File: src/rtl/ppmd_pkg.sv
package ppmd_pkg;

  // Default limit on the parsed width and height.
  localparam int MAX_DIM_DEF = 4096;

  // Entries in the queue between the byte classifier and the parser.
  localparam int Q_DEPTH = 4;

  localparam int DIM_OUT_W = 13;
  localparam int MAXVAL_W  = 9;

  localparam logic [7:0] CH_P    = 8'h50;
  localparam logic [7:0] CH_SIX  = 8'h36;
  localparam logic [7:0] CH_NL   = 8'h0A;
  localparam logic [7:0] CH_HASH = 8'h23;
  localparam logic [7:0] CH_SP   = 8'h20;
  localparam logic [7:0] CH_TAB  = 8'h09;
  localparam logic [7:0] CH_ZERO = 8'h30;
  localparam logic [7:0] CH_NINE = 8'h39;

  localparam logic [MAXVAL_W-1:0] MAXVAL_OK  = 9'd255;
  localparam logic [MAXVAL_W-1:0] MAXVAL_CAP = 9'd256;
  localparam logic [7:0]          ALPHA      = 8'hFF;

  localparam logic [2:0] ST_OK     = 3'd0;
  localparam logic [2:0] ST_MAGIC  = 3'd1;
  localparam logic [2:0] ST_MAXVAL = 3'd2;
  localparam logic [2:0] ST_ZERO   = 3'd3;
  localparam logic [2:0] ST_LARGE  = 3'd4;
  localparam logic [2:0] ST_TRUNC  = 3'd5;

  // One input byte together with its character class.
  typedef struct packed {
    logic [7:0] data;
    logic       last;
    logic       is_digit;
    logic [3:0] digit;
    logic       is_nl;
    logic       is_ws;
    logic       is_hash;
  } token_t;

endpackage

File: src/rtl/ppmd_ifs.sv
interface ppmd_in_if;
  logic       valid;
  logic       ready;
  logic [7:0] byte_value;
  logic       last_byte;

  modport source(output valid, output byte_value, output last_byte, input ready);
  modport sink(input valid, input byte_value, input last_byte, output ready);
endinterface

interface ppmd_out_if;
  logic        valid;
  logic        ready;
  logic        pixel_valid;
  logic [31:0] pixel_bgra;
  logic        done_res;
  logic [2:0]  status;
  logic [12:0] image_width;
  logic [12:0] image_height;

  modport source(output valid, output pixel_valid, output pixel_bgra, output done_res,
                 output status, output image_width, output image_height, input ready);
  modport sink(input valid, input pixel_valid, input pixel_bgra, input done_res,
               input status, input image_width, input image_height, output ready);
endinterface

File: src/rtl/ppmd_front.sv
module ppmd_front (
  input  logic             clk,
  input  logic             rst_n,
  ppmd_in_if.sink          in_ch,
  output logic             q_valid,
  output ppmd_pkg::token_t q_tok,
  input  logic             q_pop
);

  localparam int QA_W = $clog2(ppmd_pkg::Q_DEPTH);

  ppmd_pkg::token_t       mem_r [ppmd_pkg::Q_DEPTH];
  logic [QA_W-1:0]        wr_ptr_r;
  logic [QA_W-1:0]        rd_ptr_r;
  logic [QA_W:0]          count_r;
  ppmd_pkg::token_t       tok;
  logic                   push;

  // Classify the byte on the way in so the parser only tests flags.
  always_comb begin
    tok.data     = in_ch.byte_value;
    tok.last     = in_ch.last_byte;
    tok.is_digit = (in_ch.byte_value >= ppmd_pkg::CH_ZERO) &&
                   (in_ch.byte_value <= ppmd_pkg::CH_NINE);
    tok.digit    = in_ch.byte_value[3:0];
    tok.is_nl    = in_ch.byte_value == ppmd_pkg::CH_NL;
    tok.is_ws    = (in_ch.byte_value == ppmd_pkg::CH_SP) ||
                   (in_ch.byte_value == ppmd_pkg::CH_TAB);
    tok.is_hash  = in_ch.byte_value == ppmd_pkg::CH_HASH;
  end

  assign in_ch.ready = count_r != (QA_W + 1)'(ppmd_pkg::Q_DEPTH);
  assign push        = in_ch.valid && in_ch.ready;
  assign q_valid     = count_r != '0;
  assign q_tok       = mem_r[rd_ptr_r];

  always_ff @(posedge clk) begin
    if (push) begin
      mem_r[wr_ptr_r] <= tok;
    end
  end

  always_ff @(posedge clk) begin
    if (!rst_n) begin
      wr_ptr_r <= '0;
      rd_ptr_r <= '0;
      count_r  <= '0;
    end else begin
      if (push) begin
        wr_ptr_r <= wr_ptr_r + 1'b1;
      end
      if (q_pop) begin
        rd_ptr_r <= rd_ptr_r + 1'b1;
      end
      if (push && !q_pop) begin
        count_r <= count_r + 1'b1;
      end else if (q_pop && !push) begin
        count_r <= count_r - 1'b1;
      end
    end
  end

endmodule

File: src/rtl/ppmd_back.sv
module ppmd_back #(
  parameter int MAX_DIM = ppmd_pkg::MAX_DIM_DEF
) (
  input  logic             clk,
  input  logic             rst_n,
  input  logic             q_valid,
  input  ppmd_pkg::token_t q_tok,
  output logic             q_pop,
  ppmd_out_if.source       out_ch
);

  localparam int DIM_W = $clog2(MAX_DIM + 2);
  localparam int MV_W  = ppmd_pkg::MAXVAL_W;
  localparam int OW    = ppmd_pkg::DIM_OUT_W;
  localparam logic [DIM_W-1:0] DIM_CAP = DIM_W'(MAX_DIM + 1);
  localparam logic [DIM_W-1:0] DIM_MAX = DIM_W'(MAX_DIM);

  typedef enum logic [3:0] {
    PH_MAGIC_P    = 4'd0,
    PH_MAGIC_6    = 4'd1,
    PH_MAGIC_NL   = 4'd2,
    PH_LINE_START = 4'd3,
    PH_COMMENT    = 4'd4,
    PH_WIDTH      = 4'd5,
    PH_GAP        = 4'd6,
    PH_HEIGHT     = 4'd7,
    PH_DIM_TAIL   = 4'd8,
    PH_MAXVAL     = 4'd9,
    PH_MAX_TAIL   = 4'd10,
    PH_PIXELS     = 4'd11,
    PH_IDLE       = 4'd12
  } phase_t;

  phase_t           phase_r, phase_nxt, eph;
  logic [DIM_W-1:0] wacc_r, wacc_nxt;
  logic [DIM_W-1:0] hacc_r, hacc_nxt;
  logic [MV_W-1:0]  macc_r, macc_nxt;
  logic [2:0]       err_r, err_nxt;
  logic [DIM_W-1:0] col_r, col_nxt;
  logic [DIM_W-1:0] row_r, row_nxt;
  logic [1:0]       ch_r, ch_nxt;
  logic [7:0]       red_r, red_nxt;
  logic [7:0]       green_r, green_nxt;
  logic             got;
  logic [2:0]       st;
  logic             advance;
  logic [DIM_W+OW-1:0] wext, hext;

  logic             out_valid_r;
  logic             pix_valid_r;
  logic [31:0]      bgra_r;
  logic             done_r;
  logic [2:0]       status_r;
  logic [OW-1:0]    width_r;
  logic [OW-1:0]    height_r;

  function automatic logic [DIM_W-1:0] add_dim(input logic [DIM_W-1:0] acc,
                                               input logic [3:0] d);
    logic [DIM_W+3:0] sum;
    begin
      sum = {4'b0, acc} * (DIM_W + 4)'(10) + (DIM_W + 4)'(d);
      if (acc >= DIM_CAP) begin
        return DIM_CAP;
      end else if (sum > {4'b0, DIM_CAP}) begin
        return DIM_CAP;
      end
      return sum[DIM_W-1:0];
    end
  endfunction

  function automatic logic [MV_W-1:0] add_mv(input logic [MV_W-1:0] acc,
                                             input logic [3:0] d);
    logic [MV_W+3:0] sum;
    begin
      sum = {4'b0, acc} * (MV_W + 4)'(10) + (MV_W + 4)'(d);
      if (acc >= ppmd_pkg::MAXVAL_CAP) begin
        return ppmd_pkg::MAXVAL_CAP;
      end else if (sum > {4'b0, ppmd_pkg::MAXVAL_CAP}) begin
        return ppmd_pkg::MAXVAL_CAP;
      end
      return sum[MV_W-1:0];
    end
  endfunction

  function automatic logic [2:0] hdr_check(input logic [DIM_W-1:0] w,
                                           input logic [DIM_W-1:0] h,
                                           input logic [MV_W-1:0] m);
    begin
      if (m != ppmd_pkg::MAXVAL_OK) begin
        return ppmd_pkg::ST_MAXVAL;
      end else if (w == '0 || h == '0) begin
        return ppmd_pkg::ST_ZERO;
      end else if (w > DIM_MAX || h > DIM_MAX) begin
        return ppmd_pkg::ST_LARGE;
      end
      return ppmd_pkg::ST_OK;
    end
  endfunction

  assign advance = !out_valid_r || out_ch.ready;
  assign q_pop   = q_valid && advance;

  always_comb begin
    phase_nxt = phase_r;
    wacc_nxt  = wacc_r;
    hacc_nxt  = hacc_r;
    macc_nxt  = macc_r;
    err_nxt   = err_r;
    col_nxt   = col_r;
    row_nxt   = row_r;
    ch_nxt    = ch_r;
    red_nxt   = red_r;
    green_nxt = green_r;
    got       = 1'b0;
    st        = ppmd_pkg::ST_OK;

    // A byte that ends one header field is handled by the field that follows.
    eph = phase_r;
    if (eph == PH_LINE_START && !q_tok.is_hash) eph = PH_WIDTH;
    if (eph == PH_WIDTH && !q_tok.is_digit) eph = PH_GAP;
    if (eph == PH_GAP && !q_tok.is_ws) eph = PH_HEIGHT;
    if (eph == PH_HEIGHT && !q_tok.is_digit) eph = PH_DIM_TAIL;
    if (eph == PH_MAXVAL && !q_tok.is_digit) eph = PH_MAX_TAIL;
    phase_nxt = eph;

    case (eph)
      PH_MAGIC_P: begin
        if (q_tok.data == ppmd_pkg::CH_P) begin
          phase_nxt = PH_MAGIC_6;
        end else begin
          err_nxt   = ppmd_pkg::ST_MAGIC;
          phase_nxt = PH_IDLE;
        end
      end
      PH_MAGIC_6: begin
        if (q_tok.data == ppmd_pkg::CH_SIX) begin
          phase_nxt = PH_MAGIC_NL;
        end else begin
          err_nxt   = ppmd_pkg::ST_MAGIC;
          phase_nxt = PH_IDLE;
        end
      end
      PH_MAGIC_NL: begin
        if (q_tok.is_nl) begin
          phase_nxt = PH_LINE_START;
        end else begin
          err_nxt   = ppmd_pkg::ST_MAGIC;
          phase_nxt = PH_IDLE;
        end
      end
      PH_LINE_START: begin
        phase_nxt = PH_COMMENT;
      end
      PH_COMMENT: begin
        if (q_tok.is_nl) begin
          phase_nxt = PH_LINE_START;
        end
      end
      PH_WIDTH: begin
        wacc_nxt = add_dim(wacc_r, q_tok.digit);
      end
      PH_GAP: begin
        phase_nxt = PH_GAP;
      end
      PH_HEIGHT: begin
        hacc_nxt = add_dim(hacc_r, q_tok.digit);
      end
      PH_DIM_TAIL: begin
        if (q_tok.is_nl) begin
          phase_nxt = PH_MAXVAL;
        end
      end
      PH_MAXVAL: begin
        macc_nxt = add_mv(macc_r, q_tok.digit);
      end
      PH_MAX_TAIL: begin
        if (q_tok.is_nl) begin
          err_nxt   = hdr_check(wacc_r, hacc_r, macc_r);
          phase_nxt = (err_nxt != ppmd_pkg::ST_OK) ? PH_IDLE : PH_PIXELS;
        end
      end
      PH_PIXELS: begin
        if (ch_r == 2'd0) begin
          red_nxt = q_tok.data;
          ch_nxt  = 2'd1;
        end else if (ch_r == 2'd1) begin
          green_nxt = q_tok.data;
          ch_nxt    = 2'd2;
        end else begin
          ch_nxt = 2'd0;
          got    = 1'b1;
          if (col_r + 1'b1 >= wacc_r) begin
            col_nxt = '0;
            row_nxt = row_r + 1'b1;
            if (row_r + 1'b1 >= hacc_r) begin
              phase_nxt = PH_IDLE;
            end
          end else begin
            col_nxt = col_r + 1'b1;
          end
        end
      end
      default: begin
        phase_nxt = PH_IDLE;
      end
    endcase

    if (err_nxt != ppmd_pkg::ST_OK) begin
      st = err_nxt;
    end else if (phase_nxt <= PH_MAGIC_NL) begin
      st = ppmd_pkg::ST_MAGIC;
    end else if (phase_nxt < PH_PIXELS) begin
      st = hdr_check(wacc_nxt, hacc_nxt, macc_nxt);
      if (st == ppmd_pkg::ST_OK) begin
        st = ppmd_pkg::ST_TRUNC;
      end
    end else if (phase_nxt == PH_PIXELS) begin
      st = ppmd_pkg::ST_TRUNC;
    end
  end

  assign wext = {{OW{1'b0}}, wacc_nxt};
  assign hext = {{OW{1'b0}}, hacc_nxt};

  always_ff @(posedge clk) begin
    if (!rst_n) begin
      phase_r     <= PH_MAGIC_P;
      wacc_r      <= '0;
      hacc_r      <= '0;
      macc_r      <= '0;
      err_r       <= ppmd_pkg::ST_OK;
      col_r       <= '0;
      row_r       <= '0;
      ch_r        <= 2'd0;
      red_r       <= '0;
      green_r     <= '0;
      out_valid_r <= 1'b0;
      pix_valid_r <= 1'b0;
      bgra_r      <= '0;
      done_r      <= 1'b0;
      status_r    <= ppmd_pkg::ST_OK;
      width_r     <= '0;
      height_r    <= '0;
    end else begin
      if (q_pop) begin
        out_valid_r <= got || q_tok.last;
        pix_valid_r <= got;
        bgra_r      <= got ? {ppmd_pkg::ALPHA, red_r, green_r, q_tok.data} : 32'd0;
        done_r      <= q_tok.last;
        status_r    <= q_tok.last ? st : ppmd_pkg::ST_OK;
        width_r     <= q_tok.last ? wext[OW-1:0] : '0;
        height_r    <= q_tok.last ? hext[OW-1:0] : '0;
        // The end of a file puts every parse register back to its start value.
        if (q_tok.last) begin
          phase_r <= PH_MAGIC_P;
          wacc_r  <= '0;
          hacc_r  <= '0;
          macc_r  <= '0;
          err_r   <= ppmd_pkg::ST_OK;
          col_r   <= '0;
          row_r   <= '0;
          ch_r    <= 2'd0;
          red_r   <= '0;
          green_r <= '0;
        end else begin
          phase_r <= phase_nxt;
          wacc_r  <= wacc_nxt;
          hacc_r  <= hacc_nxt;
          macc_r  <= macc_nxt;
          err_r   <= err_nxt;
          col_r   <= col_nxt;
          row_r   <= row_nxt;
          ch_r    <= ch_nxt;
          red_r   <= red_nxt;
          green_r <= green_nxt;
        end
      end else if (out_ch.ready) begin
        out_valid_r <= 1'b0;
      end
    end
  end

  assign out_ch.valid        = out_valid_r;
  assign out_ch.pixel_valid  = pix_valid_r;
  assign out_ch.pixel_bgra   = bgra_r;
  assign out_ch.done_res     = done_r;
  assign out_ch.status       = status_r;
  assign out_ch.image_width  = width_r;
  assign out_ch.image_height = height_r;

`ifndef SYNTH
  a_restart: assert property (@(posedge clk) disable iff (!rst_n)
    q_pop && q_tok.last |=> phase_r == PH_MAGIC_P && ch_r == 2'd0 && err_r == ppmd_pkg::ST_OK)
    else $error("parser did not restart after the last byte");

  a_pixels_clean: assert property (@(posedge clk) disable iff (!rst_n)
    phase_r == PH_PIXELS |-> err_r == ppmd_pkg::ST_OK && wacc_r != '0 && col_r < wacc_r)
    else $error("pixel phase entered with a bad header or column overrun");

  a_result_kind: assert property (@(posedge clk) disable iff (!rst_n)
    out_valid_r |-> pix_valid_r || done_r)
    else $error("result carries neither a pixel nor an end of file");

  a_no_pop_stalled: assert property (@(posedge clk) disable iff (!rst_n)
    out_valid_r && !out_ch.ready |-> !q_pop)
    else $error("queue popped while a result is stalled");
`endif

endmodule

File: src/rtl/ppm_p6_stream_decoder_core.sv
// Binary PPM (P6) stream decoder: one file byte per item, one result per pixel or end of file.
// A byte accepted is written into the byte queue and popped by the parser once the output register
// is free or being taken; its result is then registered in the output register.
// Throughput: one byte per cycle while the output register is not stalled.
// A four-entry byte queue lets the input run on while the output register is stalled.
// Reset (rst_n low, synchronous) empties the queue and the output and restarts at the magic.
module ppm_p6_stream_decoder_core #(
  parameter int MAX_DIM = ppmd_pkg::MAX_DIM_DEF
) (
  input logic        clk,
  input logic        rst_n,
  ppmd_in_if.sink    in_ch,
  ppmd_out_if.source out_ch
);

  logic             q_valid;
  logic             q_pop;
  ppmd_pkg::token_t q_tok;

  ppmd_front u_front (
    .clk     (clk),
    .rst_n   (rst_n),
    .in_ch   (in_ch),
    .q_valid (q_valid),
    .q_tok   (q_tok),
    .q_pop   (q_pop)
  );

  ppmd_back #(
    .MAX_DIM (MAX_DIM)
  ) u_back (
    .clk     (clk),
    .rst_n   (rst_n),
    .q_valid (q_valid),
    .q_tok   (q_tok),
    .q_pop   (q_pop),
    .out_ch  (out_ch)
  );

endmodule
File: src/flat_wrapper.sv
// flat-port wrapper written by rule: the top's interface ports become plain ports
module ppm_p6_stream_decoder_core_flat 
#(
  parameter int MAX_DIM = ppmd_pkg::MAX_DIM_DEF
)
  (clk, rst_n, in_ch_valid, in_ch_byte_value, in_ch_last_byte, in_ch_ready, out_ch_valid, out_ch_pixel_valid, out_ch_pixel_bgra, out_ch_done_res, out_ch_status, out_ch_image_width, out_ch_image_height, out_ch_ready);
  ppmd_in_if in_ch_i ();
  ppmd_out_if out_ch_i ();
  input logic clk;
  input logic rst_n;
  input wire logic [$bits(in_ch_i.valid)-1:0] in_ch_valid;
  input wire logic [$bits(in_ch_i.byte_value)-1:0] in_ch_byte_value;
  input wire logic [$bits(in_ch_i.last_byte)-1:0] in_ch_last_byte;
  output wire logic [$bits(in_ch_i.ready)-1:0] in_ch_ready;
  output wire logic [$bits(out_ch_i.valid)-1:0] out_ch_valid;
  output wire logic [$bits(out_ch_i.pixel_valid)-1:0] out_ch_pixel_valid;
  output wire logic [$bits(out_ch_i.pixel_bgra)-1:0] out_ch_pixel_bgra;
  output wire logic [$bits(out_ch_i.done_res)-1:0] out_ch_done_res;
  output wire logic [$bits(out_ch_i.status)-1:0] out_ch_status;
  output wire logic [$bits(out_ch_i.image_width)-1:0] out_ch_image_width;
  output wire logic [$bits(out_ch_i.image_height)-1:0] out_ch_image_height;
  input wire logic [$bits(out_ch_i.ready)-1:0] out_ch_ready;
  assign in_ch_i.valid = in_ch_valid;
  assign in_ch_i.byte_value = in_ch_byte_value;
  assign in_ch_i.last_byte = in_ch_last_byte;
  assign in_ch_ready = in_ch_i.ready;
  assign out_ch_valid = out_ch_i.valid;
  assign out_ch_pixel_valid = out_ch_i.pixel_valid;
  assign out_ch_pixel_bgra = out_ch_i.pixel_bgra;
  assign out_ch_done_res = out_ch_i.done_res;
  assign out_ch_status = out_ch_i.status;
  assign out_ch_image_width = out_ch_i.image_width;
  assign out_ch_image_height = out_ch_i.image_height;
  assign out_ch_i.ready = out_ch_ready;
  ppm_p6_stream_decoder_core #(.MAX_DIM(MAX_DIM)) u_core (.clk(clk), .rst_n(rst_n), .in_ch(in_ch_i), .out_ch(out_ch_i));
endmodule
File: config.mk
export PLATFORM = sky130hd
export DESIGN_NAME = ppm_p6_stream_decoder_core_flat
export DESIGN_NICKNAME = d
export VERILOG_FILES = /design/src/rtl/ppmd_pkg.sv /design/src/rtl/ppmd_ifs.sv /design/src/rtl/ppmd_front.sv /design/src/rtl/ppmd_back.sv /design/src/rtl/ppm_p6_stream_decoder_core.sv /design/src/flat_wrapper.sv
export SDC_FILE = /design/constraint.sdc
export NUM_CORES = 1
export LEC_CHECK = 0
export ABC_AREA = 1
export BUFFER_PORTS_ARGS = -buffer_cell sky130_fd_sc_hd__buf_4
export CAP_MARGIN = 10
export CORE_MARGIN = 2
export CORE_UTILIZATION = 27
export CTS_BUF_LIST = sky130_fd_sc_hd__clkbuf_8
export CTS_CLUSTER_SIZE = 40
export DETAILED_ROUTE_END_ITERATION = 10
export PLACE_DENSITY = 0.54
export SLEW_MARGIN = 20
export SYNTH_ARGS = -nofsm -noshare
export SYNTH_HDL_FRONTEND = slang
export SYNTH_HIERARCHICAL = 1
export SYNTH_SLANG_ARGS = --single-unit
File: constraint.sdc
create_clock -name clk -period 3.8 [get_ports clk]
set_clock_uncertainty 0.2 [all_clocks]
set_input_delay 0.95 -clock clk [delete_from_list [all_inputs] [get_ports clk]]
set_output_delay 0.95 -clock clk [all_outputs]
set_load 0.005 [all_outputs]
==> results.toml <==
[routing]
average_via_count_per_standard_cell = 4.62
vias = 13377
wire_per_inst_um = 14.0
first_iter_violations = 714
detail_route.first_pass.iterations = 5
drc = 0
drt-total-wl_mm = 40.6
postRouteAntennaNets = 0

[setup_path]
reg2reg_setup_slack_ns = -0.21
path_common_cell = "nand2_1"
path_buf_inv = 7
worst_r2r_endpoint = "u_core/u_back/out_ch.status[0]"
endpoint = "u_core/u_back/out_ch.status[0]"
required_arrival_time_at_the_worst_endpoint_ns = 4.15
path_depth_of_the_worst_reg2reg_path = 28
cp.depth = 28
crit_path_end_kind = "flip-flop"
slowest_delay_ns = 0.40
critPathArrivalTime_ns = 4.36
path_delay_family = "simple AND/OR/NAND/NOR gates"
cpMaxStageDelayCell = "fa_2"
category_of_the_most_critical_setup_path = "flip-flop to flip-flop"
critical_path_peak_fanout = 7
critPathLaunchType = "flip-flop"

[global_route]
grt_remaining_overflow = 0
grt_antenna_before_repair = 0
first_global_vias = 12961
grt_pass1_wl_mm = 65.4
grt_start_max_net_pins = 55
global_route.usage.total = 0.159

[synth]
synth_nets = 2024
synth_seq_area_share = 0.344
synth_enable_flop_cells = 52
synth.top_cells.by_area = "dfxtp_1 (23%), nand2_1 (16%), edfxtp_1 (12%)"
yosys_register_bits = 203
postSynthAreaPerCell_um2 = 7.01
synthesis.yosys.warnings = 6
yosysTopAreaCell = "dfxtp_1"
yosysUniqueCellTypes = 60
syn_inst = 1904
synth_flop_cell = "dfxtp_1"
synth_largest_type_area_fraction = 0.227
synth.cell_area_mm2 = 0.0133
async_reset_ff_frac = 0

[finish]
mostFrequentLayoutCells = "nand2_1 (533), buf_4 (305), inv_1 (210)"
num-nets-final = 2321
filler_cell_count = 5139
finalNonFillerCells = 2898
layout-drive-gt1-share = 0.263
n_antenna_cell = 0
syn2layout_area_growth_pct = 33.5
final_common_cell = "nand2_1"

[timing]
grt_setup_unrepaired = "yes"
finalWorstPathRequiredPeriod_ns = 4.01
worst_slew_pin_slew_ns = 0.691
setup_viol = 3
hold_slack_ns = 0.229
timing_max_transition_violations_final = 0
timing.final.ws_setup_ns = -0.207
hold_viol_final = 0
post-route-period-util = 1.05
fmaxAchievable_mhz = 250
setup_total_negative_slack_ns = -0.532
maxSlewHeadroom = 0.535

[cts]
clock_tree.htree_level_count = 2
insertion_delay_ns = 0.62
clock_tree_from_tritoncts = "built"
post_cts_hold_buffers = 0
tritoncts.num_buffers = 41
clk_path_buf_depth = 3
cts.sinks = 203
worst_setup_hold_path_clk_slew_ns = 0.06
clock-root-buffer = "clkbuf_8"

[min_path]
worst_hold_path_type = "flip-flop to flip-flop"
hold_start = "u_core/u_front/rd_ptr_r[1]"

[power_and_ir_drop]
fraction_of_power_consumed_by_combinational_cells = 0.461
seqPwrFrac = 0.284
total_power_w = 0.00913
net_switching_share_of_the_total_power = 0.422
power.internal_w = 0.00528
pwr-share-clk = 0.255
power.switching_w = 0.00385
pwr_density_cell_mw_per_mm2 = 513
max-vdd-ir-drop_uv = 313
cellLeakagePower_nw = 8.39

[floorplanning]
design.die.area_mm2 = 0.0512
placeableCoreArea_mm2 = 0.0488
dieWidth_um = 226
design.portCount = 78
initial_core_util = 0.273
std_cell_rows = 81
die_h_um = 226

[placed_design]
dp_cells = 2798
port_buffers = 77
hpwl_after_dpl_mm = 30.0
gp_congestion = 0.869

[run_status]
violations = "negative setup slack"
run_status = "finished with violations"

[flow_run]
timing.max_cap.violations = 0
layer usage:
metal	global-route usage	part of all wire	vias up
li1	-	-	6845
met1	0.202	0.46	6181
met2	0.267	0.47	272
met3	0.0311	0.048	79
met4	0.0571	0.030	0
met5	0	0	-
repair_timing:
item                       in CTS  in global routing
setup endpoints to repair      28                122
gates cloned                    0                  1
gates resized for setup        60                135
hold endpoints to repair        0                  0
pin swaps                      36                 80
setup buffers                  14                 22
sequential cells by signal, summed over array words and instances (netlist names), 9 cells and up, named ones only:
name                               flops
u_core/u_front/mem_r                  52
u_core/u_back/out_ch.pixel_bgra       25
u_core/u_back/col_r                   13
u_core/u_back/wacc_r                  13
u_core/u_back/out_ch.image_height     13
u_core/u_back/hacc_r                  13
u_core/u_back/row_r                   13
u_core/u_back/macc_r                   9
u_core/u_back/out_ch.image_width      13
logic make-up after synthesis:
family | Yosys count | share of synthesized area
adder cells (fa/ha/maj) | 107 | 0.104
AO/OA/AOI/OAI | 295 | 0.127
buffers and inverters | 287 | 0.0919
XOR/XNOR | 30 | 0.0197
flip-flops | 203 | 0.344
AND/OR/NAND/NOR | 982 | 0.314
layout make-up:
type                       instances  area (um^2)  area share
multi-input combinational       1414         8160       0.458
sequential                       203         4600       0.258
timing repair buffer             321         2510       0.141
inverter                         220          853      0.0479
tap                              664          831      0.0467
clock buffer                      50          688      0.0386
clock inverter                    26          166     0.00934
stage by stage:
step / instance area (um^2) / util / setup WS [ns]
6_report: 17800 / 0.365 / -0.207
5_1_grt: 17800 / 0.365 / -0.506
4_1_cts: 17300 / 0.354 / -0.219
3_5_place_dp: 16100 / 0.330 / -0.396
3_3_place_gp: 16100 / 0.330 / -0.332
2_1_floorplan: 13400 / - / 0.00935
synth_stat cells (19+ instances only):
cell      number
nor2_1       189
inv_1        208
nand4_1       30
a21oi_1      151
a22oi_1       24
ha_1         100
xor2_1        21
edfxtp_1      52
nand2_1      567
nand3_1      116
nand3b_1      19
buf_4         19
clkbuf_1      35
o21ai_0       64
dfxtp_1      151
power groups by stage:
stage                     Clock (W)  Combinational (W)  Sequential (W)
after global placement            0            0.00370         0.00262
after floorplan                   0            0.00235         0.00259
after global routing        0.00253            0.00463         0.00262
after detailed placement          0            0.00374         0.00262
after CTS                   0.00242            0.00391         0.00258
final                       0.00233            0.00421         0.00259
how the worst min path moves through the flow:
stage,to,slack (ns),cells after the start
detailed placement,u_core/u_front/rd_ptr_r[1],0.23,1
global route,flip-flop,0.24,1
global placement,u_core/u_front/rd_ptr_r[1],0.23,1
finish,flip-flop,0.23,1
floorplan,flip-flop,0.21,1
CTS,flip-flop,0.23,1
Note: power is estimated with default switching activity, not from simulation.
